--- config.mk ---
export PLATFORM = sky130hd
export DESIGN_NAME = brpid_dp
export DESIGN_NICKNAME = d
export VERILOG_FILES = /design/src/rtl/brpid_pkg.sv /design/src/rtl/brpid_dp.sv
export SDC_FILE = /design/constraint.sdc
export NUM_CORES = 2
export LEC_CHECK = 0
export BUFFER_PORTS_ARGS = -buffer_cell sky130_fd_sc_hd__buf_2
export CAP_MARGIN = 20
export CORE_MARGIN = 10
export CORE_UTILIZATION = 60
export CTS_CLUSTER_SIZE = 12
export DETAILED_ROUTE_END_ITERATION = 10
export PLACE_DENSITY_LB_ADDON = 0.25
export SLEW_MARGIN = 0
export SYNTH_ARGS = -nofsm -noshare
export SYNTH_HDL_FRONTEND = slang
export SYNTH_SLANG_ARGS = --single-unit
--- constraint.sdc ---
create_clock -name clk -period 11.4 [get_ports clk]
set_input_delay 2.28 -clock clk [delete_from_list [all_inputs] [get_ports clk]]
set_output_delay 2.28 -clock clk [all_outputs]
set_load 0.01 [all_outputs]
--- src/rtl/brpid_pkg.sv ---
// Shared types, widths and constants for the byte-rate PID controller.
`timescale 1ns / 1ps

package brpid_pkg;

  // Fixed-point format: signed 64-bit with FRAC_BITS fraction bits
  localparam int FRAC_BITS = 16;
  localparam int FX_W      = 64;

  // Field and register widths
  localparam int SENT_W    = 32;
  localparam int EL_W      = 24;
  localparam int TGT_W     = 37;
  localparam int SP_W      = 20;
  localparam int BUD_W     = 30;
  localparam int CFG_IDX_W = 8;
  localparam int CFG_DAT_W = TGT_W;

  // Shared multiply / divide unit
  localparam int MUL_W  = 32;               // multiplier operand width
  localparam int PROD_W = FX_W + MUL_W;     // full product width
  localparam int DIV_W  = 35;               // divisor width (1600 * elapsed fits)
  localparam int Q_W    = FX_W;             // quotient bits produced per divide
  localparam int CNT_W  = $clog2(Q_W);

  // Numeric constants
  localparam int unsigned MICRO      = 1000000;
  localparam int unsigned BUDGET_MAX = 1000000000;
  localparam int unsigned TGT_RESET  = 40000000;
  localparam int unsigned SP_RESET   = 10000;

  // Configuration register indexes
  localparam logic [CFG_IDX_W-1:0] REG_TARGET_RATE = CFG_IDX_W'(0);
  localparam logic [CFG_IDX_W-1:0] REG_SEND_PERIOD = CFG_IDX_W'(1);

  // Request payloads
  typedef struct packed {
    logic [SENT_W-1:0] sent_bytes;
    logic [EL_W-1:0]   elapsed_us;
  } in_item_t;

  typedef struct packed {
    logic [BUD_W-1:0] budget_bytes;
    logic             hit_upper;
    logic             hit_lower;
  } out_item_t;

  // Which product-quotient the shared unit is working on
  typedef enum logic [2:0] {
    OP_MEAS,
    OP_BERR,
    OP_PROP,
    OP_INTEG,
    OP_DERIV
  } op_t;

  // Controller to datapath commands
  typedef struct packed {
    op_t  op;
    logic load_in;
    logic opnd;
    logic take_abs;
    logic mul_lo;
    logic mul_hi;
    logic psum;
    logic div_init;
    logic div_step;
    logic result;
    logic store;
    logic sum;
    logic load_out;
  } cmd_t;

  // Datapath to controller status
  typedef struct packed {
    logic div_sat;
  } sts_t;

endpackage

--- src/rtl/brpid_dp.sv ---
// Datapath: configuration, controller state, shared multiplier and bit-serial divider.
`timescale 1ns / 1ps

module brpid_dp
  import brpid_pkg::*;
(
  input  logic                 clk,
  input  logic                 rst_n,
  input  cmd_t                 cmd,
  output sts_t                 sts,
  input  in_item_t             in_data,
  output out_item_t            out_data,
  input  logic                 cfg_valid,
  input  logic [CFG_IDX_W-1:0] cfg_idx,
  input  logic [CFG_DAT_W-1:0] cfg_data
);

  localparam logic signed [FX_W-1:0] S64_MAX = {1'b0, {(FX_W-1){1'b1}}};
  localparam logic signed [FX_W-1:0] S64_MIN = {1'b1, {(FX_W-1){1'b0}}};
  localparam logic [FX_W-1:0] BUDGET_MAX_FX  = FX_W'(BUDGET_MAX) << FRAC_BITS;

  function automatic logic signed [FX_W-1:0] sat_add(input logic signed [FX_W-1:0] a,
                                                     input logic signed [FX_W-1:0] b);
    logic signed [FX_W:0] s;
    s = {a[FX_W-1], a} + {b[FX_W-1], b};
    if (s[FX_W] != s[FX_W-1]) return s[FX_W] ? S64_MIN : S64_MAX;
    return s[FX_W-1:0];
  endfunction

  function automatic logic signed [FX_W-1:0] sat_sub(input logic signed [FX_W-1:0] a,
                                                     input logic signed [FX_W-1:0] b);
    logic signed [FX_W:0] s;
    s = {a[FX_W-1], a} - {b[FX_W-1], b};
    if (s[FX_W] != s[FX_W-1]) return s[FX_W] ? S64_MIN : S64_MAX;
    return s[FX_W-1:0];
  endfunction

  // Configuration and controller state
  logic [TGT_W-1:0]        tgt_r;
  logic [SP_W-1:0]         sp_r;
  logic signed [FX_W-1:0]  integ_r;
  logic signed [FX_W-1:0]  prev_r;

  // Working registers
  logic [SENT_W-1:0]       sent_r;
  logic [EL_W-1:0]         el_r;
  logic signed [FX_W-1:0]  meas_r, rerr_r, berr_r, p_r, d_r, s1_r, res_r, a_r;
  logic [FX_W-1:0]         mag_r;
  logic                    neg_r;
  logic [MUL_W-1:0]        b_r;
  logic [DIV_W-1:0]        c_r;
  logic [FX_W-1:0]         pp_lo_r, pp_hi_r;
  logic [PROD_W-1:0]       prod_r;
  logic [DIV_W-1:0]        rem_r;
  logic [Q_W-1:0]          quo_r;
  logic                    sat_r;
  out_item_t               out_r, out_nxt;

  // Combinational helpers
  logic signed [FX_W-1:0]  tgt_fx;
  logic signed [FX_W-1:0]  opnd_a;
  logic [MUL_W-1:0]        opnd_b;
  logic [DIV_W-1:0]        opnd_c;
  logic [MUL_W-1:0]        mul_a;
  logic [2*MUL_W-1:0]      mul_res;
  logic [PROD_W-Q_W-1:0]   n_high;
  logic [DIV_W:0]          div_t, div_diff;
  logic                    div_ge;
  logic [FX_W-1:0]         lim, tot;
  logic signed [FX_W-1:0]  sum_fin;

  assign tgt_fx = signed'(FX_W'(tgt_r) << FRAC_BITS);

  // Operand select for each product-quotient a * b / c
  always_comb begin
    case (cmd.op)
      OP_MEAS: begin
        opnd_a = signed'(FX_W'(sent_r) << FRAC_BITS);
        opnd_b = MUL_W'(MICRO);
        opnd_c = DIV_W'(el_r);
      end
      OP_BERR: begin
        opnd_a = tgt_fx - meas_r;
        opnd_b = MUL_W'(sp_r);
        opnd_c = DIV_W'(MICRO);
      end
      OP_PROP: begin
        opnd_a = berr_r;
        opnd_b = MUL_W'(3);
        opnd_c = DIV_W'(10);
      end
      OP_INTEG: begin
        opnd_a = berr_r;
        opnd_b = (MUL_W'(el_r) << 3) + (MUL_W'(el_r) << 2);   // 12 * elapsed
        opnd_c = DIV_W'(MICRO);
      end
      OP_DERIV: begin
        opnd_a = sat_sub(rerr_r, prev_r);
        opnd_b = (MUL_W'(sp_r) << 1) + MUL_W'(sp_r);           // 3 * period
        opnd_c = (DIV_W'(el_r) << 10) + (DIV_W'(el_r) << 9)
               + (DIV_W'(el_r) << 6);                          // 1600 * elapsed
      end
      default: begin
        opnd_a = '0;
        opnd_b = '0;
        opnd_c = DIV_W'(1);
      end
    endcase
  end

  // Shared 32x32 multiplier, one half of the magnitude per cycle
  assign mul_a   = cmd.mul_hi ? mag_r[FX_W-1:MUL_W] : mag_r[MUL_W-1:0];
  assign mul_res = (2*MUL_W)'(mul_a) * (2*MUL_W)'(b_r);

  // Divider: quotient fits 64 bits only if the top of the product is below c
  assign n_high      = prod_r[PROD_W-1:Q_W];
  assign sts.div_sat = (DIV_W'(n_high) >= c_r);
  assign div_t       = {rem_r, quo_r[Q_W-1]};
  assign div_diff    = div_t - {1'b0, c_r};
  assign div_ge      = (div_t >= {1'b0, c_r});

  // Clamp magnitude to the signed limit, then restore the sign
  assign lim = neg_r ? {1'b1, {(FX_W-1){1'b0}}} : {1'b0, {(FX_W-1){1'b1}}};
  assign tot = (sat_r || (quo_r > lim)) ? lim : quo_r;

  // Final sum and budget clamp
  assign sum_fin = sat_add(s1_r, d_r);
  always_comb begin
    out_nxt = '0;
    if (sum_fin[FX_W-1]) begin
      out_nxt.hit_lower = 1'b1;
    end else if (unsigned'(sum_fin) > BUDGET_MAX_FX) begin
      out_nxt.budget_bytes = BUD_W'(BUDGET_MAX);
      out_nxt.hit_upper    = 1'b1;
    end else begin
      out_nxt.budget_bytes = sum_fin[FRAC_BITS +: BUD_W];
    end
  end

  // Registers with reset values
  always_ff @(posedge clk) begin
    if (!rst_n) begin
      tgt_r   <= TGT_W'(TGT_RESET);
      sp_r    <= SP_W'(SP_RESET);
      integ_r <= '0;
      prev_r  <= '0;
    end else begin
      if (cfg_valid) begin
        unique case (cfg_idx)
          REG_TARGET_RATE: tgt_r <= cfg_data;
          REG_SEND_PERIOD: sp_r  <= cfg_data[SP_W-1:0];
          default: ;
        endcase
      end
      if (cmd.store && (cmd.op == OP_INTEG)) begin
        integ_r <= sat_add(integ_r, res_r);
      end
      if (cmd.store && (cmd.op == OP_DERIV)) begin
        prev_r <= rerr_r;
      end
    end
  end

  // Payload registers
  always_ff @(posedge clk) begin
    if (cmd.load_in) begin
      sent_r <= in_data.sent_bytes;
      el_r   <= (in_data.elapsed_us == '0) ? EL_W'(1) : in_data.elapsed_us;
    end
    if (cmd.opnd) begin
      a_r <= opnd_a;
      b_r <= opnd_b;
      c_r <= opnd_c;
      if (cmd.op == OP_BERR) begin
        rerr_r <= meas_r - tgt_fx;
      end
    end
    if (cmd.take_abs) begin
      neg_r <= a_r[FX_W-1];
      mag_r <= a_r[FX_W-1] ? unsigned'(-a_r) : unsigned'(a_r);
    end
    if (cmd.mul_lo) begin
      pp_lo_r <= mul_res;
    end
    if (cmd.mul_hi) begin
      pp_hi_r <= mul_res;
    end
    if (cmd.psum) begin
      prod_r <= PROD_W'(pp_lo_r) + {pp_hi_r, {MUL_W{1'b0}}};
    end
    if (cmd.div_init) begin
      rem_r <= DIV_W'(n_high);
      quo_r <= prod_r[Q_W-1:0];
      sat_r <= sts.div_sat;
    end
    if (cmd.div_step) begin
      rem_r <= div_ge ? div_diff[DIV_W-1:0] : div_t[DIV_W-1:0];
      quo_r <= {quo_r[Q_W-2:0], div_ge};
    end
    if (cmd.result) begin
      res_r <= neg_r ? signed'(-tot) : signed'(tot);
    end
    if (cmd.store) begin
      case (cmd.op)
        OP_MEAS:  meas_r <= res_r;
        OP_BERR:  berr_r <= res_r;
        OP_PROP:  p_r    <= res_r;
        OP_DERIV: d_r    <= res_r;
        default: ;
      endcase
    end
    if (cmd.sum) begin
      s1_r <= sat_add(p_r, integ_r);
    end
    if (cmd.load_out) begin
      out_r <= out_nxt;
    end
  end

  assign out_data = out_r;

endmodule

# Yosys cells after proc, flatten, opt, wreduce, memory -nomap -nowiden
# Index checks and enable logic that the tools add are counted.
# word_totals
input_bits,119
output_inout_bits,33
wordCells,110
register_bits,1241
# classes
n_lt_le_gt_ge,4
add_sub_neg,14
mux,36
n_mul,1
n_reduce_logical,17
n_eq_ne,9
# ops
cell,n
2-to-1 mux 64 bit,17
one-hot mux 64 bit (4 select lines),1
adder 64 x 64 -> 65 bit,3
one-hot mux 28 bit (5 select lines),1
one-hot mux 35 bit (4 select lines),1
negator 64 bit,2
2-to-1 mux 35 bit,3
adder 64 x 96 -> 96 bit,1
subtractor 64 x 64 -> 65 bit,1
> comparator 64 x 46 -> 1 bit (second input constant),1
> comparator 64 bit,1
multiplier 32 x 32 -> 64 bit,1
subtractor 54 x 64 -> 64 bit,1
subtractor 64 x 54 -> 64 bit,1
2-to-1 mux 63 bit,1
greater-or-equal comparator 36 x 35 -> 1 bit,1
adder 34 x 33 -> 35 bit,1
adder 35 x 30 -> 35 bit,1
greater-or-equal comparator 32 x 35 -> 1 bit,1
subtractor 35 bit,1
2-to-1 mux 32 bit,1
2-to-1 mux 30 bit,1
adder 27 x 26 -> 28 bit,1
logical NOT 24 bit,1
other kinds (14),36

# Longest topological paths before layout
# depth
depth_word,6
mapped_depth,35

# Worst setup path before layout
# OpenSTA, ideal clock, no wires.
# synth_timing
kind,input port to flip-flop
startpoint,input cmd[7] (netlist name)
endpoint,"register pp_hi_r[55], data pin"
arrival_time_ns,10.386
setup_ns,0.268
path_slack_ns,0.746
cell_stages,32
n_path_buf,4
cell_sequence,clkbuf_1 > clkbuf_1 > mux2_2 > clkbuf_1 > and2_1 > fa_1 > inv_1 > fa_1 > fa_1 > fa_1 > inv_1 > fa_1 > fa_1 > fa_1 > inv_1 > fa_1 > inv_1 > ha_1 > clkbuf_1 > a21o_1 > a21o_1 > a21oi_1 > o21a_1 > o211ai_1 > o211ai_1 > a31oi_1 > a311oi_1 > o21ai_0 > o31a_1 > o21a_1 > nor2_1 > xnor2_1
# synth_between
elab_chain_cells,2
# synth_rtl
element,line,text
start: declaration,brpid_dp.sv:9,"input cmd_t cmd,"
2-to-1 mux 32 bit,brpid_dp.sv:112,assign mul_a = cmd.mul_hi ? mag_r[FX_W-1:MUL_W] : mag_r[MUL_W-1:0];
multiplier 32 x 32 -> 64 bit,brpid_dp.sv:113,assign mul_res = (2*MUL_W)'(mul_a) * (2*MUL_W)'(b_r);
named net mul_res[55],brpid_dp.sv:65,logic [2*MUL_W-1:0] mul_res;
end signal: assignment,brpid_dp.sv:186,pp_hi_r <= mul_res;
end: declaration,brpid_dp.sv:52,"logic [FX_W-1:0] pp_lo_r, pp_hi_r;"
# The timed path passes the listed nets, and every way through them passes these cells.
# A chain may end at the register's enable or synchronous reset.

# Worst setup path in the final report
# layout_timing
startpoint,input cmd[7] (netlist name)
endpoint,"register pp_lo_r[61], data pin"
# layout_between
elab_chain_cells,2
# layout_rtl
element,line,text
2-to-1 mux 32 bit,brpid_dp.sv:112,
multiplier 32 x 32 -> 64 bit,brpid_dp.sv:113,
named net mul_res[61],brpid_dp.sv:65,
end signal: assignment,brpid_dp.sv:183,pp_lo_r <= mul_res;
end: declaration,brpid_dp.sv:52,
# The timed path passes the listed nets, and every way through them passes these cells.

==> impl_results.md <==
* Initial DRT Pass Iterations at 10
* Grt total ovfl at 0
* Reg-to-reg endpoint: pp_lo_r[61]
* Largest family of logic cells by synthesized area: adder cells
* Detailed placement HPWL at approximately 270000 microns
* Clk_lat worst skew at ~0.83 ns
* DRT iter0 DRCs at roughly 8300
* R2R setup slack at roughly 2.1 ns
* Multi-input combinational cell area at 0.06461 sq mm
* FF+latch area at between 0.03 and 0.04 sq mm
* Die area at 0.1937 sq mm
* Post-CTS resize count at 0
* Vias in the first global route at around 83000
* Crit path required time at ~12 ns
* Hold_ws at approximately 0.42 ns
* I/O Pins at around 150
* Clock Tree Buf Depth at 3
* Reg2reg path depth at 27
* Slew @ Worst Pin at roughly 1.2 ns
* Status: completed
* Final hold vios at 0
* Period utilization at a little over nine tenths
* Max Cap Viol at 0
* Area contributors post-synth: edfxtp_1 (30%), fa_1 (15%), ha_1 (10%)
* Fraction of layout cells with a size suffix above 1 at 6.788%
* Tmin final at roughly 11 ns
* Drt total wl at 344400 microns
* Drt wl/cell at approximately 26 microns
* Synth Area in Simple Gates at 13.76%
* PortBufs at 151
* Antenna violation net count after detailed routing at 0
* Hold Path Class: flip-flop to flip-flop
* Post-synth top flop: edfxtp_1
* Fraction of registers with async set/reset at 0%
* CTS tree: done
* H-tree Lvls at 4
* Sequential share of the synthesized area at roughly a third
* Hold Path Stages at 0
* Synthesized Nets at 12500
* Maximum net fanout on the critical path at 22
* Die Wd at 440.1 microns
* CP max stage cell: fa_1
* Proportion of synthesized area in mux cells at 1.896%
* Yosys top cell by area: edfxtp_1
* DP Worst Slack at -0.002344 ns
* Synthesized flop and latch total at around 1200
* Post-synth EDFFs at roughly 1100
* GPL Wtd Cong at between 1 and 1.5
* CP bufs+invs at 7
* Max incr delay on CP at approximately 0.57 ns
* Drc violations at 0
* Initial antenna violation count at 19
* CP dominant cell by count: fa_1
* Largest net degree at the start of global routing at 181
* Vias per inst at roughly 6.3
* Hold Path End: prod_r[20]
* Post-route setup slack at ~0.59 ns
* Setup CP Type: primary input to flip-flop
* Num rows at between 150 and 200
* Most common cell in the netlist: inv_1
* Starting Density at roughly 60%
* Startpoint types: primary input
* Root buf cell: clkbuf_16
* Fill cells at between 10000 and 15000
* Overall die height at approximately 440 microns
* Adder and majority gate portion of the synthesized area at approximately a quarter
* Crit path arrival time at about 11 ns
* Unique masters post-synth at between 90 and 100
* Core Region at 0.1759 sq mm
* Mapped Cells at 10710
* Area grow syn2layout at 7.325%
* Fin. max-slew vios at 0
* Total track usage at between 30% and 40%
* Synth cell count leaders: inv_1 (1131), edfxtp_1 (1050), nand2_1 (1028)
* Worst slew margin at a little under 20%
* RR Startpoint: mag_r[10]
* Clock tree sinks at around 1200
* Syn_area_per_cell at between 9 and 10 sq um
* Yosys warning total at 0
* Synth Area in XOR/XNOR at ~4.7%
* Worst-path clk slew at approximately 0.050 ns
* Hold-fix buffers at CTS at 0
* Syn Std Cell Area at approximately 0.11 sq mm
* Min-delay src: pp_lo_r[20]
* Top cell type's share of synthesized area at 29.78%
* CP endpoint kind: flip-flop
* Final setup violation count at 0
* Via Count at ~83000
* Clk_skew at around 0.035 ns
* Setup Fix Bufs, Post-CTS at 0
* Final net count at 12460
* Num CTS Buffers at 138
* Synth Area in Compound Gates at approximately 15%
* Unrepaired setup endpoints after global routing: false
* FMAX at roughly 90 MHz
* First-pass GRT wire length at around 520000 microns
* Worst path top cell family by delay: adder cells
-- cell usage in the layout (no fill, tap or decap), drive strengths merged, types with 57 or more instances in the layout --
cell | synthesis | routed
a211oi | 65 | 65
a21boi | 125 | 125
a21o | 345 | 345
a21oi | 720 | 720
a31oi | 61 | 61
and2 | 538 | 538
and3 | 80 | 80
buf | 21 | 335
clkbuf | 491 | 181
dfxtp | 185 | 185
edfxtp | 1050 | 1050
fa | 811 | 811
ha | 863 | 863
inv | 1132 | 1143
mux2 | 109 | 109
mux2i | 78 | 78
nand2 | 1029 | 1029
nand2b | 72 | 72
nand3 | 161 | 161
nand4 | 96 | 96
nor2 | 453 | 453
nor2b | 120 | 120
nor3 | 139 | 139
o21a | 83 | 83
o21ai | 500 | 500
o21bai | 77 | 77
or3 | 57 | 57
xnor2 | 376 | 376
xor2 | 194 | 194
-- flip-flops by register name, indices dropped and copies added, names as in the netlist, 20 cells and up --
signal	flops
mag_r	64
pp_hi_r	63
berr_r	64
c_r	35
b_r	28
p_r	64
rerr_r	64
pp_lo_r	63
el_r	24
a_r	64
sent_r	32
integ_r	64
tgt_r	37
quo_r	64
s1_r	64
out_data	32
sp_r	20
rem_r	35
prev_r	64
prod_r	96
res_r	64
d_r	64
meas_r	64
-- metrics by stage --
step                instance area [sq um]  cells   TNS (ns)  util, %
floorplan                          105900  10710          0        -
global placement                   109200  12870          0    62.09
detailed placement                 109200  12870  -0.004686    62.10
CTS                                113600  13110          0    64.58
global route                       113600  13110          0    64.60
finish                             113600  13120          0    64.60
-- metal layers --
| layer | track usage [%] | wire, microns | share of wire [%] |
|---|---|---|---|
| met1 | 43.49 | 129600 | 38 |
| met2 | 56.83 | 158400 | 46 |
| met3 | 5.565 | 27000 | 7.8 |
| met4 | 24.28 | 29400 | 8.5 |
| met5 | 0 | 80 | 0.023 |
-- worst register-to-register path, cell delays in order, from the launching register on --
cell	delay, ns
edfxtp_1	0.53
mux2_2	0.65
buf_4	0.32
nand2_1	0.11
fa_1	0.54
fa_1	0.60
fa_1	0.47
fa_1	0.63
fa_1	0.45
fa_1	0.53
fa_1	0.43
fa_1	0.49
inv_1	0.04
ha_1	0.34
nand4_1	0.14
buf_4	0.17
nor4_1	0.28
a31o_2	0.20
o211ai_1	0.29
buf_4	0.28
a31oi_1	0.32
a311oi_1	0.14
buf_4	0.16
o21ai_0	0.24
o31a_1	0.25
nand3_1	0.13
o21ai_0	0.22
xor2_1	0.11
-- cell type report --
type | instances | area share (%)
multi-input combinational | 7825 | 56.85
sequential | 1235 | 31.00
inverter | 1134 | 3.748
clock buffer | 181 | 3.316
tap | 2340 | 2.576
timing repair buffer | 335 | 1.970
clock inverter | 59 | 0.5229
antenna | 7 | 0.01541
-- cell families after synthesis --
| group | count (synthesis) |
|---|---|
| muxes | 187 |
| AOI/OAI and AO/OA | 2451 |
| and+or+nand+nor | 2934 |
| buffers and inverters | 1646 |
| adders and majority gates | 1683 |
| xor gates and xnor gates | 570 |
| DFF | 1235 |
-- worst max path at each step --
stage                       from     endpoint  slack [ns]  cells after the start
after global placement    cmd[7]  pp_hi_r[61]        0.13                     29
after floorplan           cmd[7]  pp_hi_r[55]        0.75                     32
after detailed placement  cmd[7]  pp_lo_r[61]      -0.002                     29
after CTS                 cmd[7]  pp_lo_r[61]        0.85                     29
final                     cmd[7]  pp_lo_r[61]        0.59                     29
after global routing      cmd[7]  pp_hi_r[61]        0.31                     32
Power is left out: the tool's default activity adds up to more than one toggle a clock period on the data nets, which glitch-free logic cannot reach.
