File: src/rtl/brpid_pkg.sv
// Shared types, widths and constants for the byte-rate PID controller.
`timescale 1ns / 1ps

package brpid_pkg;

  // Fixed-point format: signed 64-bit with FRAC_BITS fraction bits
  localparam int FRAC_BITS = 16;
  localparam int FX_W      = 64;

  // Field and register widths
  localparam int SENT_W    = 32;
  localparam int EL_W      = 24;
  localparam int TGT_W     = 37;
  localparam int SP_W      = 20;
  localparam int BUD_W     = 30;
  localparam int CFG_IDX_W = 8;
  localparam int CFG_DAT_W = TGT_W;

  // Shared multiply / divide unit
  localparam int MUL_W  = 32;               // multiplier operand width
  localparam int PROD_W = FX_W + MUL_W;     // full product width
  localparam int DIV_W  = 35;               // divisor width (1600 * elapsed fits)
  localparam int Q_W    = FX_W;             // quotient bits produced per divide
  localparam int CNT_W  = $clog2(Q_W);

  // Numeric constants
  localparam int unsigned MICRO      = 1000000;
  localparam int unsigned BUDGET_MAX = 1000000000;
  localparam int unsigned TGT_RESET  = 40000000;
  localparam int unsigned SP_RESET   = 10000;

  // Configuration register indexes
  localparam logic [CFG_IDX_W-1:0] REG_TARGET_RATE = CFG_IDX_W'(0);
  localparam logic [CFG_IDX_W-1:0] REG_SEND_PERIOD = CFG_IDX_W'(1);

  // Request payloads
  typedef struct packed {
    logic [SENT_W-1:0] sent_bytes;
    logic [EL_W-1:0]   elapsed_us;
  } in_item_t;

  typedef struct packed {
    logic [BUD_W-1:0] budget_bytes;
    logic             hit_upper;
    logic             hit_lower;
  } out_item_t;

  // Which product-quotient the shared unit is working on
  typedef enum logic [2:0] {
    OP_MEAS,
    OP_BERR,
    OP_PROP,
    OP_INTEG,
    OP_DERIV
  } op_t;

  // Controller to datapath commands
  typedef struct packed {
    op_t  op;
    logic load_in;
    logic opnd;
    logic take_abs;
    logic mul_lo;
    logic mul_hi;
    logic psum;
    logic div_init;
    logic div_step;
    logic result;
    logic store;
    logic sum;
    logic load_out;
  } cmd_t;

  // Datapath to controller status
  typedef struct packed {
    logic div_sat;
  } sts_t;

endpackage

File: src/rtl/brpid_ctrl.sv
// Sequencer for the PID update: walks the five product-quotients and the final sum.
`timescale 1ns / 1ps

module brpid_ctrl
  import brpid_pkg::*;
(
  input  logic clk,
  input  logic rst_n,
  input  logic in_valid,
  output logic in_ready,
  output logic out_valid,
  input  logic out_ready,
  input  sts_t sts,
  output cmd_t cmd
);

  typedef enum logic [3:0] {
    S_IDLE,
    S_OPND,
    S_ABS,
    S_MUL_LO,
    S_MUL_HI,
    S_PSUM,
    S_DIV_INIT,
    S_DIV_STEP,
    S_RESULT,
    S_STORE,
    S_SUM,
    S_CLAMP
  } state_t;

  state_t            state_r, state_nxt;
  op_t               op_r, op_nxt;
  logic [CNT_W-1:0]  cnt_r, cnt_nxt;
  logic              out_valid_r, out_valid_nxt;

  assign in_ready  = (state_r == S_IDLE);
  assign out_valid = out_valid_r;

  // Next state and command decode
  always_comb begin
    state_nxt     = state_r;
    op_nxt        = op_r;
    cnt_nxt       = cnt_r;
    out_valid_nxt = out_valid_r;
    cmd           = '0;
    cmd.op        = op_r;

    // result taken downstream
    if (out_valid_r && out_ready) begin
      out_valid_nxt = 1'b0;
    end

    unique case (state_r)
      S_IDLE: begin
        if (in_valid) begin
          cmd.load_in = 1'b1;
          op_nxt      = OP_MEAS;
          state_nxt   = S_OPND;
        end
      end
      S_OPND: begin
        cmd.opnd  = 1'b1;
        state_nxt = S_ABS;
      end
      S_ABS: begin
        cmd.take_abs = 1'b1;
        state_nxt    = S_MUL_LO;
      end
      S_MUL_LO: begin
        cmd.mul_lo = 1'b1;
        state_nxt  = S_MUL_HI;
      end
      S_MUL_HI: begin
        cmd.mul_hi = 1'b1;
        state_nxt  = S_PSUM;
      end
      S_PSUM: begin
        cmd.psum  = 1'b1;
        state_nxt = S_DIV_INIT;
      end
      S_DIV_INIT: begin
        cmd.div_init = 1'b1;
        cnt_nxt      = '0;
        // quotient already past 64 bits: skip the iterations
        state_nxt    = sts.div_sat ? S_RESULT : S_DIV_STEP;
      end
      S_DIV_STEP: begin
        cmd.div_step = 1'b1;
        cnt_nxt      = cnt_r + 1'b1;
        if (cnt_r == CNT_W'(Q_W - 1)) begin
          state_nxt = S_RESULT;
        end
      end
      S_RESULT: begin
        cmd.result = 1'b1;
        state_nxt  = S_STORE;
      end
      S_STORE: begin
        cmd.store = 1'b1;
        state_nxt = S_OPND;
        unique case (op_r)
          OP_MEAS:  op_nxt = OP_BERR;
          OP_BERR:  op_nxt = OP_PROP;
          OP_PROP:  op_nxt = OP_INTEG;
          OP_INTEG: op_nxt = OP_DERIV;
          OP_DERIV: state_nxt = S_SUM;
          default:  state_nxt = S_SUM;
        endcase
      end
      S_SUM: begin
        cmd.sum   = 1'b1;
        state_nxt = S_CLAMP;
      end
      S_CLAMP: begin
        // wait for the output register to free up
        if (!out_valid_r || out_ready) begin
          cmd.load_out  = 1'b1;
          out_valid_nxt = 1'b1;
          state_nxt     = S_IDLE;
        end
      end
      default: state_nxt = S_IDLE;
    endcase
  end

  // State and registered outputs
  always_ff @(posedge clk) begin
    if (!rst_n) begin
      state_r     <= S_IDLE;
      op_r        <= OP_MEAS;
      cnt_r       <= '0;
      out_valid_r <= 1'b0;
    end else begin
      state_r     <= state_nxt;
      op_r        <= op_nxt;
      cnt_r       <= cnt_nxt;
      out_valid_r <= out_valid_nxt;
    end
  end

  // Checks
  a_no_overwrite: assert property (@(posedge clk) disable iff (!rst_n)
    cmd.load_out |-> (!out_valid_r || out_ready))
    else $error("result register overwritten before it was taken");

  a_one_strobe: assert property (@(posedge clk) disable iff (!rst_n)
    $onehot0({cmd.load_in, cmd.opnd, cmd.take_abs, cmd.mul_lo, cmd.mul_hi, cmd.psum,
              cmd.div_init, cmd.div_step, cmd.result, cmd.store, cmd.sum, cmd.load_out}))
    else $error("more than one datapath command in a cycle");

  a_busy_after_accept: assert property (@(posedge clk) disable iff (!rst_n)
    (in_valid && in_ready) |=> !in_ready)
    else $error("new request taken while the previous one is in work");

  a_load_shows: assert property (@(posedge clk) disable iff (!rst_n)
    cmd.load_out |=> out_valid_r)
    else $error("loaded result not presented");

endmodule

File: config.mk
export PLATFORM = sky130hd
export DESIGN_NAME = brpid_ctrl
export DESIGN_NICKNAME = d
export VERILOG_FILES = /design/src/rtl/brpid_pkg.sv /design/src/rtl/brpid_ctrl.sv
export SDC_FILE = /design/constraint.sdc
export NUM_CORES = 1
export LEC_CHECK = 0
export ABC_CLOCK_PERIOD_IN_PS = 2000
export BUFFER_PORTS_ARGS = -buffer_cell sky130_fd_sc_hd__clkbuf_2
export CAP_MARGIN = 5
export CELL_PAD_IN_SITES_DETAIL_PLACEMENT = 1
export CELL_PAD_IN_SITES_GLOBAL_PLACEMENT = 1
export CORE_MARGIN = 2
export CORE_UTILIZATION = 39
export DETAILED_ROUTE_END_ITERATION = 8
export PLACE_DENSITY_LB_ADDON = 0.1
export SLEW_MARGIN = 25
export SYNTH_ARGS = -nofsm -noshare
export SYNTH_HDL_FRONTEND = slang
export SYNTH_SLANG_ARGS = --single-unit
File: constraint.sdc
create_clock -name clk -period 2 [get_ports clk]
set_input_delay 0.2 -clock clk [delete_from_list [all_inputs] [get_ports clk]]
set_output_delay 0.2 -clock clk [all_outputs]
set_load 0.02 [all_outputs]
[Word-level counts from Yosys, hierarchy flattened]
Cells that the tools add are included.
Operators by class
  add/subtract/negate cells: 1
  eq/ne operators: 19
  mux-type cells: 27
  reductions and logical operators: 10
Operators by type and width (number)
  $pmux 4 s12: 1
  $mux 4: 5
  $mux 1: 17
  $eq 4x3->1 const B: 4
  $eq 4x4->1 const B: 4
  $pmux 3 s4: 1
  $pmux 6 s2: 1
  $eq 4x2->1 const B: 2
  $add 6x1->6 const B: 1
  $eq 3x2->1 const B: 2
  $eq 6x6->1 const B: 1
  $ne 2x2->1 const B: 3
  $pmux 3 s2: 1
  $reduce_and 3->1: 2
  $ne 5x1->1 const B: 1
  $eq 4x1->1 const B: 1
  $logic_not 4->1: 1
  $reduce_bool 2->1: 2
  $reduce_or 4->1: 1
  $eq 3x1->1 const B: 1
  $logic_not 3->1: 1
  $mux 3: 1
  $logic_and 1x1->1: 1
  $logic_not 1->1: 1
  $logic_or 1x1->1: 1
Storage, ports and cells
  register bits after elaboration: 14
  input port bits: 5
  output and inout port bits: 17
  word-level logic and storage cells: 61

[Logic depth before layout (Yosys ltp)]
Gate-level depths: netlist of run 1.
  depth in word-level cells: 4
  mapped depth: 5
  gate-level depth less buffers: 5

[Worst setup path before layout of run 1]
No wires, ideal clock.
  path kind: register to output
  start: register state_r[0]
  end: output port cmd[5] (netlist bit)
  arrival: 1332 ps
  required time: 1800 ps
  slack: 468 ps
  stages on the path, launching flop included: 4
  path buffers: 2
  cell sequence: dfxtp_1 > buf_2 > buf_2 > nor4_1
RTL lines
  start: declaration: RTL line brpid_ctrl.sv:32  | state_t state_r, state_nxt;
  start signal: assignment: RTL line brpid_ctrl.sv:135  | state_r <= state_nxt;
  end: declaration: RTL line brpid_ctrl.sv:14  | output cmd_t cmd

==> flow_summary.json, run 1 <==
{
  "outcome": "finished, final reports clean",
  "final.setup.worst_slack_ps": 211,
  "ir_drop_mv": 0.311,
  "hold_buffers": 0,
  "clockBufferDepth": 2,
  "relSlewSlack_pct": 63.4,
  "numCtsBuffers": 3,
  "clock_sink_count": 14,
  "final_cell_mix": "clkbuf_2, nand2_1, dfxtp_1",
  "synthXorXnorAreaFrac_pct": 2.01,
  "cts-resized-gates": 0,
  "start_kind": "flop",
  "rsz0062_at_grt": "no",
  "cts_root_buffer": "clkbuf_4",
  "core_um2": 2170,
  "dr.first_iter.drc_count": 5,
  "r2r_slack_ps": 420,
  "rr_startpoint": "state_r[2]$_SDFFE_PN0P_",
  "arrival_ps": 1590,
  "grt_use_total_pct": 17.8,
  "cap_violations": 0,
  "clk-insertion-delay-late_ps": 280,
  "synth_fa_ha_area_share_pct": 1.44,
  "first_pass_iters": 4,
  "cts_setup_buffers": 0,
  "synth_top_cell_by_area": "dfxtp_1",
  "p_leak_nw": 0.432,
  "min_delay_path_depth": 2,
  "power.density_nw_per_um2": 689,
  "ys_top_cells_by_area": "dfxtp_1, nand2_1, nor3_1",
  "final_common_cell": "clkbuf_2",
  "hold_viol_final": 0,
  "period_needed_ps": 1790,
  "drive_gt1_share_pct": 24.8,
  "tns_ps": 0,
  "drc_errors": 0,
  "synthCells": 113,
  "wl_mm": 2.06,
  "multi_input_area_um2": 514,
  "tritoncts": "yes",
  "startpoint": "state_r[2]$_SDFFE_PN0P_",
  "setup_viol": 0,
  "yosysUniqueCellTypes": 35,
  "synth_flop_cell": "dfxtp_1",
  "viasPerCell": 5.45,
  "seq_area_um2": 282,
  "grt_first_pass_wirelength_mm": 3.57,
  "critPathKind": "reg -> out",
  "wire_per_inst_um": 12.8,
  "dp_hpwl_mm": 1.57,
  "pin_count": 22,
  "floorplan.die.height_um": 51.2,
  "antenna_left": 0,
  "fin_area_um2": 1020,
  "ys_ff_latch": 14,
  "yosysTopAreaCellShare_pct": 32.2,
  "grt_antenna_before_repair": 0,
  "cp_data_required_time_ps": 1800,
  "synth_top_family_by_area": "simple AND/OR/NAND/NOR gates",
  "worstHoldPathType": "in -> reg",
  "portBuffers": 21,
  "core.rowCount": 17,
  "fin_skew_ps": 5.86,
  "placed_area_um2": 978,
  "ys_warn_count": 0,
  "overflow": 0,
  "initial_utilization_pct": 40.1,
  "final_nets": 140,
  "slew_viol_final": 0,
  "path_clk_slew_ps": 100,
  "die_x_um": 51.2,
  "avgSynthCellArea_um2": 7.70,
  "synthMuxAreaShare_pct": 1.15,
  "synthArstFlopShare_pct": 0,
  "syn2layout_area_growth_pct": 16.8,
  "place.gp.congestion": 0.797,
  "whs_ps": 172,
  "cp-end-kind": "primary output",
  "synth_compound_area_share_pct": 20.3,
  "ys_seq_area_share_pct": 32.2,
  "grt_max_degree": 16,
  "syn_nets": 119,
  "post-route-period-util_pct": 89.4,
  "worst_pin_slew_ps": 548,
  "fmax_mhz": 559,
  "ff2ff_path_depth": 4,
  "syn-cell-area_um2": 870,
  "crit_path_end": "cmd[4]",
  "worstReg2RegEnd": "state_r[1]$_SDFFE_PN0P_",
  "post-place-ws_ps": 415,
  "grt_pass1_vias": 816,
  "fp.dieArea_um2": 2620,
  "vias": 877,
  "diodes": 0,
  "synth_edf_count": 0,
  "h-tree-depth": 1,
  "nFillCells": 296,
  "yosys.area_share.simple_pct": 34.2,
  "crit_fanout": 13
}
[worst min path at each step]
stage                     start                      end  slack (ps)
after global placement    rst_n  state_r[1]$_SDFFE_PN0P_         480
after detailed placement  rst_n  state_r[1]$_SDFFE_PN0P_         480
final                     rst_n  state_r[1]$_SDFFE_PN0P_         170
after floorplan           rst_n  state_r[1]$_SDFFE_PN0P_         320
after CTS                 rst_n  state_r[1]$_SDFFE_PN0P_         170
after global routing      rst_n  state_r[1]$_SDFFE_PN0P_         170
[layout make-up]
type | count | share of cell area [%]
multi-input cells | 85 | 50.6
flip-flops and latches | 14 | 27.7
repair buffers | 23 | 11.8
clock buffers | 4 | 3.57
well taps | 28 | 3.45
inverters | 7 | 2.83
[synth_stat cells (2+ instances only)]
| master | number |
|---|---|
| o21ai_0 | 2 |
| a41oi_1 | 2 |
| nand2_1 | 14 |
| dfxtp_1 | 14 |
| o21ai_1 | 6 |
| inv_1 | 6 |
| nor2_1 | 9 |
| nor2b_1 | 4 |
| buf_4 | 2 |
| nand3_1 | 6 |
| o21a_1 | 4 |
| nand2b_1 | 5 |
| buf_2 | 4 |
| a21oi_1 | 6 |
| nor3_1 | 8 |
| nor4_2 | 2 |
[report_power, final]
| group | leakage, nW | internal, mW | switching, mW |
|---|---|---|---|
| clock network | 0.0210 | 0.111 | 0.103 |
| logic | 0.297 | 0.0662 | 0.0983 |
| registers | 0.114 | 0.288 | 0.0341 |
| total | 0.432 | 0.465 | 0.235 |
[per-stage QoR]
stage	std cells	utilization (%)	total power [mW]
after floorplan	113	-	0.452
after global placement	157	45.1	0.492
after detailed placement	157	45.1	0.493
after CTS	161	46.8	0.706
after global routing	161	46.8	0.740
final	161	46.8	0.700
[critical path, cell delays in order (launching register included)]
cell	delay, ps
dfxtp_1	680
and4b_1	410
clkbuf_2	210
[routing by layer]
| metal | share of wire (%) | track usage (%) | vias up | routed length (um) |
|---|---|---|---|---|
| li1 | - | - | 438 | - |
| met1 | 48 | 22.6 | 422 | 983 |
| met2 | 49 | 30.3 | 15 | 1010 |
| met3 | 2.6 | 2.63 | 2 | 53 |
| met4 | 0.82 | 6.58 | 0 | 17 |
| met5 | 0 | 0 | - | 0 |
[registers in the layout (all words and copies together), names as in the netlist]
| signal | cells |
|---|---|
| state_r | 4 |
| cnt_r | 6 |
| op_r | 3 |
| out_valid | 1 |
[logic make-up (layout without fill, tap and decap cells)]
kind of cell,count (synthesis),count (layout)
DFF,14,14
muxes,1,1
xor gates and xnor gates,2,2
adders and majority gates,1,1
buffers and inverters,14,34
and+or+nand+nor,54,54
AOI/OAI and AO/OA,27,27
Power figures use the tool's default switching activity.
==> run 2, diff against run 1 <==
--- a/config.mk
+++ b/config.mk
@@ -5,13 +5,14 @@
 export SDC_FILE = /design/constraint.sdc
 export NUM_CORES = 1
 export LEC_CHECK = 0
+export ABC_AREA = 1
 export ABC_CLOCK_PERIOD_IN_PS = 2000
 export BUFFER_PORTS_ARGS = -buffer_cell sky130_fd_sc_hd__clkbuf_2
 export CAP_MARGIN = 5
 export CELL_PAD_IN_SITES_DETAIL_PLACEMENT = 1
 export CELL_PAD_IN_SITES_GLOBAL_PLACEMENT = 1
 export CORE_MARGIN = 2
-export CORE_UTILIZATION = 39
+export CORE_UTILIZATION = 36
 export DETAILED_ROUTE_END_ITERATION = 8
 export PLACE_DENSITY_LB_ADDON = 0.1
 export SLEW_MARGIN = 25
==> run 2 against run 1 <==
  * Non-clock buffer count is 2 lower
  * Sequential share of layout area is 0.43 points higher
  * Final cell count is 19% higher
  * Largest cell class unchanged
  * Via count is 3.5% higher
  * Synthesized area is 5.2% lower
  * Largest power group unchanged
  * Sequential power hardly changed
==> flow_summary.json, run 2 <==
{
  "period_needed_ps": 1670,
  "ir_drop_mv": 0.367,
  "grt_max_degree": 9,
  "tritoncts": "yes",
  "p_leak_nw": 0.522,
  "post-route-period-util_pct": 83.5,
  "dr.first_iter.drc_count": 12,
  "slowest_stage": "dfxtp_1",
  "cts-resized-gates": 0,
  "max_stage_delay_ps": 510,
  "grt_first_pass_wirelength_mm": 3.86,
  "top_regs": "cnt_r: 6 flops, state_r: 4 flops, op_r: 3 flops",
  "cp_data_required_time_ps": 1800,
  "portBuffers": 21,
  "critPathBufInv": 1,
  "clock_power_share_pct": 26.5,
  "power.density_nw_per_um2": 764,
  "synthMuxAreaShare_pct": 0,
  "pin_count": 22,
  "ys_warn_count": 0,
  "diodes": 0,
  "worstHoldPathType": "in -> reg",
  "synth_compound_area_share_pct": 12.3,
  "nFillCells": 337,
  "start_kind": "flop",
  "ys_seq_area_share_pct": 34.0,
  "grt_pass1_vias": 856,
  "h-tree-depth": 1,
  "clockBufferDepth": 2,
  "relSlewSlack_pct": 75.3,
  "ys_ff_latch": 14,
  "avgSynthCellArea_um2": 5.93,
  "yosysTopAreaCellShare_pct": 34.0,
  "synth_flop_cell": "dfxtp_1",
  "synth_top_family_by_area": "simple AND/OR/NAND/NOR gates",
  "antenna_left": 0,
  "path_cells": "nand2_1, nor4_1, clkbuf_2",
  "path_clk_slew_ps": 90,
  "p_int_mw": 0.475,
  "p_sw_mw": 0.286,
  "synthXorXnorAreaFrac_pct": 0,
  "final_nets": 170,
  "core.rowCount": 17,
  "fp.dieArea_um2": 2690,
  "largest_reg_flops": 6,
  "synth_most_common_cell": "nand2_1",
  "tns_ps": 0,
  "die_x_um": 51.9,
  "whs_ps": 248,
  "floorplan.die.height_um": 51.9,
  "syn-cell-area_um2": 825,
  "arrival_ps": 1470,
  "viasPerCell": 4.75,
  "fmax_mhz": 599,
  "clk-insertion-delay-late_ps": 280,
  "final_cell_mix": "nand2_1, inv_1, clkbuf_2",
  "ys_top_cells_by_area": "dfxtp_1, nand2_1, inv_1",
  "place.gp.congestion": 0.830,
  "wire_per_inst_um": 11.6,
  "vias": 908,
  "clock_sink_count": 14,
  "cap_violations": 0,
  "drc_errors": 0,
  "synth_edf_count": 0,
  "cp-end-kind": "primary output",
  "slew_viol_final": 0,
  "outcome": "finished, final reports clean",
  "synthTopCellsByCount": "nand2_1, inv_1, nor2_1",
  "yosys.area_share.simple_pct": 40.2,
  "grt_antenna_before_repair": 0,
  "fin_skew_ps": 5.50,
  "cts_setup_buffers": 0,
  "wl_mm": 2.21,
  "crit_fanout": 8,
  "swShare_pct": 37.6,
  "rsz0062_at_grt": "no",
  "grt_use_total_pct": 19.4,
  "dp_hpwl_mm": 1.85,
  "worst_pin_slew_ps": 369,
  "synthArstFlopShare_pct": 0,
  "synth_top_cell_by_area": "dfxtp_1",
  "setup_viol": 0,
  "hold_buffers": 0,
  "numCtsBuffers": 3,
  "first_pass_iters": 2,
  "overflow": 0,
  "synthCells": 139,
  "comb_power_share_pct": 31.1,
  "drive_gt1_share_pct": 17.8,
  "yosysUniqueCellTypes": 16,
  "syn_nets": 145,
  "cts_root_buffer": "clkbuf_4",
  "initial_utilization_pct": 37.6,
  "hold_viol_final": 0,
  "regMostFlops": "cnt_r",
  "syn2layout_area_growth_pct": 20.8,
  "final_common_cell": "nand2_1",
  "seq_power_share_pct": 42.4,
  "critPathTopFamily": "flip-flops",
  "synth_fa_ha_area_share_pct": 1.52,
  "core_um2": 2190,
  "critPathKind": "reg -> out"
}
-- run 2: changes by cell type after synthesis, sizes merged, moves of 2 or more --
cell    before  now
a21oi        6   10
a41oi        2    0
buf          7    1
inv          7   25
nand2       14   40
nand2b       5    0
nand3b       2    0
nor2         9   23
nor2b        4    0
nor3         9    5
nor4         3    1
o21a         4    0
-- run 2: worst register-to-register path, stage by stage, from the launching register on --
cell     delay (ps)
dfxtp_1         450
inv_1            60
nor2_1          300
nand2_1         220
nand2_1         110
nand2_1          50
o21ai_0         130
inv_1            50
-- run 2: kinds of logic after synthesis --
family / Yosys count
simple gates: 78
compound gates: 20
buf+inv: 26
fa+ha+maj: 1
flops: 14
-- run 2: worst paths after layout --
| kind | from | end | slack [ps] | depth (start not counted) |
|---|---|---|---|---|
| setup / recovery | state_r[1]$_SDFFE_PN0P_ | cmd[0] | 330 | 3 |
| hold / removal | rst_n | cnt_r[5]$_SDFFE_PN0P_ | 250 | 3 |
| setup reg to reg | state_r[2]$_SDFFE_PN0P_ | cnt_r[5]$_SDFFE_PN0P_ | 540 | 7 |
| hold reg to reg | cnt_r[3]$_SDFFE_PN0P_ | cnt_r[3]$_SDFFE_PN0P_ | 480 | 2 |
-- run 2: final cells by class --
cell class,instances,area [um^2],area share (%)
timing repair buffer,21,105,10.6
multi-input combinational,99,445,44.7
tap,28,35.0,3.52
sequential,14,280,28.1
clock buffer,4,36.3,3.64
inverter,25,93.8,9.42
-- run 2: routing by layer --
| metal | vias up | share of wire (%) | track usage, % |
|---|---|---|---|
| met5 | - | 0 | 0 |
| met4 | 0 | 0.63 | 5.26 |
| met3 | 2 | 3.2 | 3.45 |
| met2 | 15 | 47 | 31.6 |
| met1 | 411 | 49 | 26.0 |
| li1 | 480 | - | - |
-- run 2: stage by stage --
| stage | instances | utilization, % | power (mW) | instance area, um^2 | setup slack (ps) |
|---|---|---|---|---|---|
| after global placement | 187 | 43.8 | 0.562 | 960 | 532 |
| after floorplan | 139 | - | 0.492 | 825 | 526 |
| after CTS | 191 | 45.5 | 0.772 | 996 | 304 |
| final | 191 | 45.5 | 0.761 | 996 | 331 |
| after detailed placement | 187 | 43.8 | 0.569 | 960 | 529 |
| after global routing | 191 | 45.5 | 0.820 | 996 | 161 |
-- run 2: power groups by stage --
stage,clock network [mW],logic (mW),registers (mW)
after floorplan,0,0.180,0.312
after global placement,0,0.235,0.328
after detailed placement,0,0.238,0.330
after CTS,0.210,0.239,0.324
after global routing,0.226,0.267,0.327
final,0.202,0.236,0.323
